`src/rtl/core/suk_pkg.sv`:
```
// Shared types for the sorted unique key table.
package suk_pkg;

  localparam int unsigned KeyInW = 32;
  localparam int unsigned PosW   = 9;

  typedef struct packed {
    logic              kind;
    logic [KeyInW-1:0] key;
  } suk_in_t;

  typedef struct packed {
    logic            found;
    logic [PosW-1:0] position;
    logic            inserted;
    logic            full_res;
  } suk_out_t;

  localparam logic KindLookup = 1'b0;
  localparam logic KindInsert = 1'b1;

  typedef struct packed {
    logic load;
    logic read_mid;
    logic set_hit;
    logic narrow;
    logic set_full;
    logic shift_init;
    logic shift_step;
    logic write_key;
    logic finish;
  } suk_cmd_t;

  typedef struct packed {
    logic range_open;
    logic equal;
    logic is_insert;
    logic is_full;
    logic shift_more;
    logic wr_pend;
  } suk_status_t;

endpackage

```
`src/rtl/core/suk_ctrl.sv`:
```
// Controller state machine for the sorted unique key table.
module suk_ctrl (
  input  logic                clk_i,
  input  logic                rst_ni,
  input  logic                in_valid_i,
  output logic                in_ready_o,
  output logic                out_valid_o,
  input  logic                out_ready_i,
  input  suk_pkg::suk_status_t status_i,
  output suk_pkg::suk_cmd_t   cmd_o
);
  import suk_pkg::*;

  typedef enum logic [6:0] {
    ST_IDLE   = 7'b0000001,
    ST_READ   = 7'b0000010,
    ST_CMP    = 7'b0000100,
    ST_SHIFT  = 7'b0001000,
    ST_WRITE  = 7'b0010000,
    ST_FINISH = 7'b0100000,
    ST_SPARE  = 7'b1000000
  } state_e;

  state_e state_q, state_d;
  logic   out_valid_q, out_valid_d;

  always_comb begin
    state_d     = state_q;
    cmd_o       = '0;
    in_ready_o  = 1'b0;
    out_valid_d = out_valid_q & ~out_ready_i;
    case (state_q)
      ST_IDLE: begin
        in_ready_o = 1'b1;
        if (in_valid_i) begin
          cmd_o.load = 1'b1;
          state_d    = ST_READ;
        end
      end
      ST_READ: begin
        if (status_i.range_open) begin
          cmd_o.read_mid = 1'b1;
          state_d        = ST_CMP;
        end else if (!status_i.is_insert) begin
          state_d = ST_FINISH;
        end else if (status_i.is_full) begin
          cmd_o.set_full = 1'b1;
          state_d        = ST_FINISH;
        end else begin
          cmd_o.shift_init = 1'b1;
          state_d          = ST_SHIFT;
        end
      end
      ST_CMP: begin
        if (status_i.equal) begin
          cmd_o.set_hit = 1'b1;
          state_d       = ST_FINISH;
        end else begin
          cmd_o.narrow = 1'b1;
          state_d      = ST_READ;
        end
      end
      ST_SHIFT: begin
        if (status_i.shift_more) begin
          cmd_o.shift_step = 1'b1;
        end else if (!status_i.wr_pend) begin
          state_d = ST_WRITE;
        end
      end
      ST_WRITE: begin
        cmd_o.write_key = 1'b1;
        state_d         = ST_FINISH;
      end
      ST_FINISH: begin
        if (!out_valid_q || out_ready_i) begin
          cmd_o.finish = 1'b1;
          out_valid_d  = 1'b1;
          state_d      = ST_IDLE;
        end
      end
      default: begin
        state_d = ST_IDLE;
      end
    endcase
  end

  always_ff @(posedge clk_i or negedge rst_ni) begin
    if (!rst_ni) begin
      state_q     <= ST_IDLE;
      out_valid_q <= 1'b0;
    end else begin
      state_q     <= state_d;
      out_valid_q <= out_valid_d;
    end
  end

  assign out_valid_o = out_valid_q;

endmodule

```
`config.mk`:
```
export PLATFORM = sky130hd
export DESIGN_NAME = suk_ctrl
export DESIGN_NICKNAME = d
export VERILOG_FILES = /design/src/rtl/core/suk_pkg.sv /design/src/rtl/core/suk_ctrl.sv
export SDC_FILE = /design/constraint.sdc
export NUM_CORES = 1
export LEC_CHECK = 0
export BUFFER_PORTS_ARGS = -buffer_cell sky130_fd_sc_hd__buf_2
export CAP_MARGIN = 20
export CORE_AREA = 2 2 39 41
export DETAILED_ROUTE_END_ITERATION = 8
export DIE_AREA = 0 0 41 43
export GPL_TIMING_DRIVEN = 0
export HOLD_SLACK_MARGIN = 0.12
export PLACE_DENSITY = 0.66
export REMOVE_ABC_BUFFERS = 1
export SYNTH_ARGS = -nofsm -noshare
export SYNTH_HDL_FRONTEND = slang
export SYNTH_SLANG_ARGS = --single-unit
```
`constraint.sdc`:
```
create_clock -name clk_i -period 1.59 [get_ports clk_i]
set_input_delay 0.159 -clock clk_i [delete_from_list [all_inputs] [get_ports clk_i]]
set_output_delay 0.159 -clock clk_i [all_outputs]
set_load 0.05 [all_outputs]
```
==> reports/metrics.cfg <==
[outcome]
status = finished with violations
violations = negative setup slack

[global_routing]
grt_pass1_vias = 461
grt_pass1_wl_mm = 1.890
grt_use_total_pct = 15.87
grt_max_degree = 8
antenna_found_initial = 0
grt_overflow = 0

[die]
fp-row-count = 14
die_area_um2 = 1763
fp.dieW_um = 41
die_height_um = 43
core_um2 = 1384
ios = 21
start_util_pct = 34.45

[timing]
hold_ws_ns = 0.1664
setup_viol = 9
hold_viol_final = 0
drv_slew = 0
worst_pin_slew_ns = 0.3487
finalWorstSetupSlack_ns = -0.1214
timing.fmax_mhz = 584.3
rsz0062_at_grt = yes
fin_worst_skew_ns = 0.005945
period_share_pct = 107.6
fin_crit_ns = 1.711
relSlewSlack_pct = 76.58

[worst_setup_path]
critPathRequiredTime_ns = 1.43
crit_chain = nor4_4 -> nand3b_1 -> nor2_1 -> buf_6
start_kind = flop
critPathKind = flop to output pin
slowest_delay_ns = 0.46
arrival_ns = 1.55
rr_worst_depth = 5
worstPathBufferInverterCount = 1
slowest_stage = dfrtp_2
crit_cells = 4
crit_fanout = 5
critPathCaptureType = output pin
path_delay_family = simple AND/OR/NAND/NOR gates

[clocking]
cts_buffers = 3
cts_tree = done
cts_sinks = 7
htreeDepth = 1
clock_path_buffers = 2
root_buffer = clkbuf_4
clk_pin_slew_ns = 0.05
clk_latency_ns = 0.25

[logic_synthesis]
synthCells = 52
yosys_warnings = 0
synth_area_um2 = 476.7
ys_types = 22
synth_seq_cells = 7
ys_seq_area_share_pct = 37.01
syn_area_per_cell_um2 = 9.167

[final_layout]
final_area_um2 = 779.5
nFillCells = 135
drive_gt1_share_pct = 55.42
final_cell_mix = 11 x buf_2, 8 x buf_4, 6 x nor2_1, 5 x nor2b_1, 5 x buf_6
final_common_cell = buf_2
insertedDiodeCount = 0
syn_to_final_growth_pct = 63.52
final_nets = 94
stdcell_count = 99

[routing]
wl_per_cell_um = 11.43
drt_iter0_markers = 4
drc = 0
drt_wl_total_mm = 1.132
antenna_left = 0
vias = 496
via_per_inst = 5.010
dr.pass1.iters = 3

[power]
ir_drop_mv = 0.5882
p_total_w = 0.001183
pwr_density_cell_nw_per_um2 = 1518
p_leak_nw = 0.3853

[placed_design]
place.gp.congestion = 0.7618
portBuffers = 20
place_inst = 86
hpwl_um = 826.3
placed_cell_area_um2 = 581.8

[hold_path]
worstHoldPathCells = 2
hp-class = input pin to flop

[job]
max_cap_viol_count = 0

[stage by stage]
| stage | util [%] | setup WS [ns] | setup TNS, ns |
|---|---|---|---|
| global route | 56.33 | -0.2650 | -1.610 |
| CTS | 53.25 | -0.1230 | -0.7359 |
| detailed placement | 42.04 | 0.03021 | 0 |
| floorplan | - | -0.2280 | -0.7636 |
| finish | 56.33 | -0.1214 | -0.7290 |
| global placement | 42.04 | 0.05046 | 0 |
[cell usage after synthesis, drive strengths merged]
master / number / area share, %
and2: 1 / 1.3
nand2: 3 / 2.4
nor2b: 5 / 6.6
nand3b: 2 / 3.1
nor3: 1 / 1.0
and3: 5 / 6.6
o21ai: 4 / 4.2
and4b: 1 / 2.4
nand2b: 3 / 3.9
a21oi: 1 / 1.0
nand3: 3 / 4.2
nor4: 2 / 8.9
buf: 2 / 3.1
o311ai: 1 / 1.8
nand4: 1 / 1.3
dfstp: 1 / 5.5
nor2: 8 / 6.3
dfrtp: 6 / 31
o211ai: 1 / 2.6
o21ba: 1 / 2.1
[kinds of logic after synthesis]
group	count (synthesis)	synth area share (%)
AOI/OAI and AO/OA	8	11.81
buffers and inverters	2	3.149
DFF	7	37.01
and+or+nand+nor	35	48.03
[final timing paths]
path,start,end,slack [ns]
max,state_q[5],cmd_o[4],-0.12
min,status_i[5],state_q[2],0.17
max reg2reg,state_q[5],state_q[1],0.11
min reg2reg,state_q[5],state_q[0],0.65
max in group asynchronous,rst_ni,state_q[0],1.10
min in group asynchronous,rst_ni,state_q[2],0.27
[flip-flops by register name, summed over array words and instances (netlist names)]
signal and count:
out_valid_o 1, state_q 6
[final cells by class]
| cell class | count | area, µm² | share of cell area (%) |
|---|---|---|---|
| multi-input cells | 43 | 312.8 | 40.13 |
| repair buffers | 29 | 241.5 | 30.98 |
| flip-flops and latches | 7 | 178.9 | 22.95 |
| clock buffers | 4 | 26.28 | 3.371 |
| well taps | 16 | 20.02 | 2.568 |
[report_power, final]
| group | internal [W] | switching, W |
|---|---|---|
| Sequential | 0.000232 | 0.0000740 |
| Combinational | 0.000357 | 0.000365 |
| Clock | 0.0000954 | 0.0000601 |
| Total | 0.000684 | 0.000499 |
[per-layer routing]
| layer | track usage, % | part of all wire [%] |
|---|---|---|
| met4 | 8.000 | 1.2 |
| met5 | 0 | 0 |
| met3 | 4.188 | 5.9 |
| met1 | 18.75 | 42 |
| met2 | 25.00 | 50 |
[timing repair]
item / CTS / global route
endpoints found under the hold margin: 7 / 0
gates resized for setup: 26 / 6
pin swaps: 8 / 6
setup endpoints to repair: 10 / 9
setup buffers: 5 / 3
hold buffers: 1 / 0
Note: power is estimated with default switching activity, not from simulation.
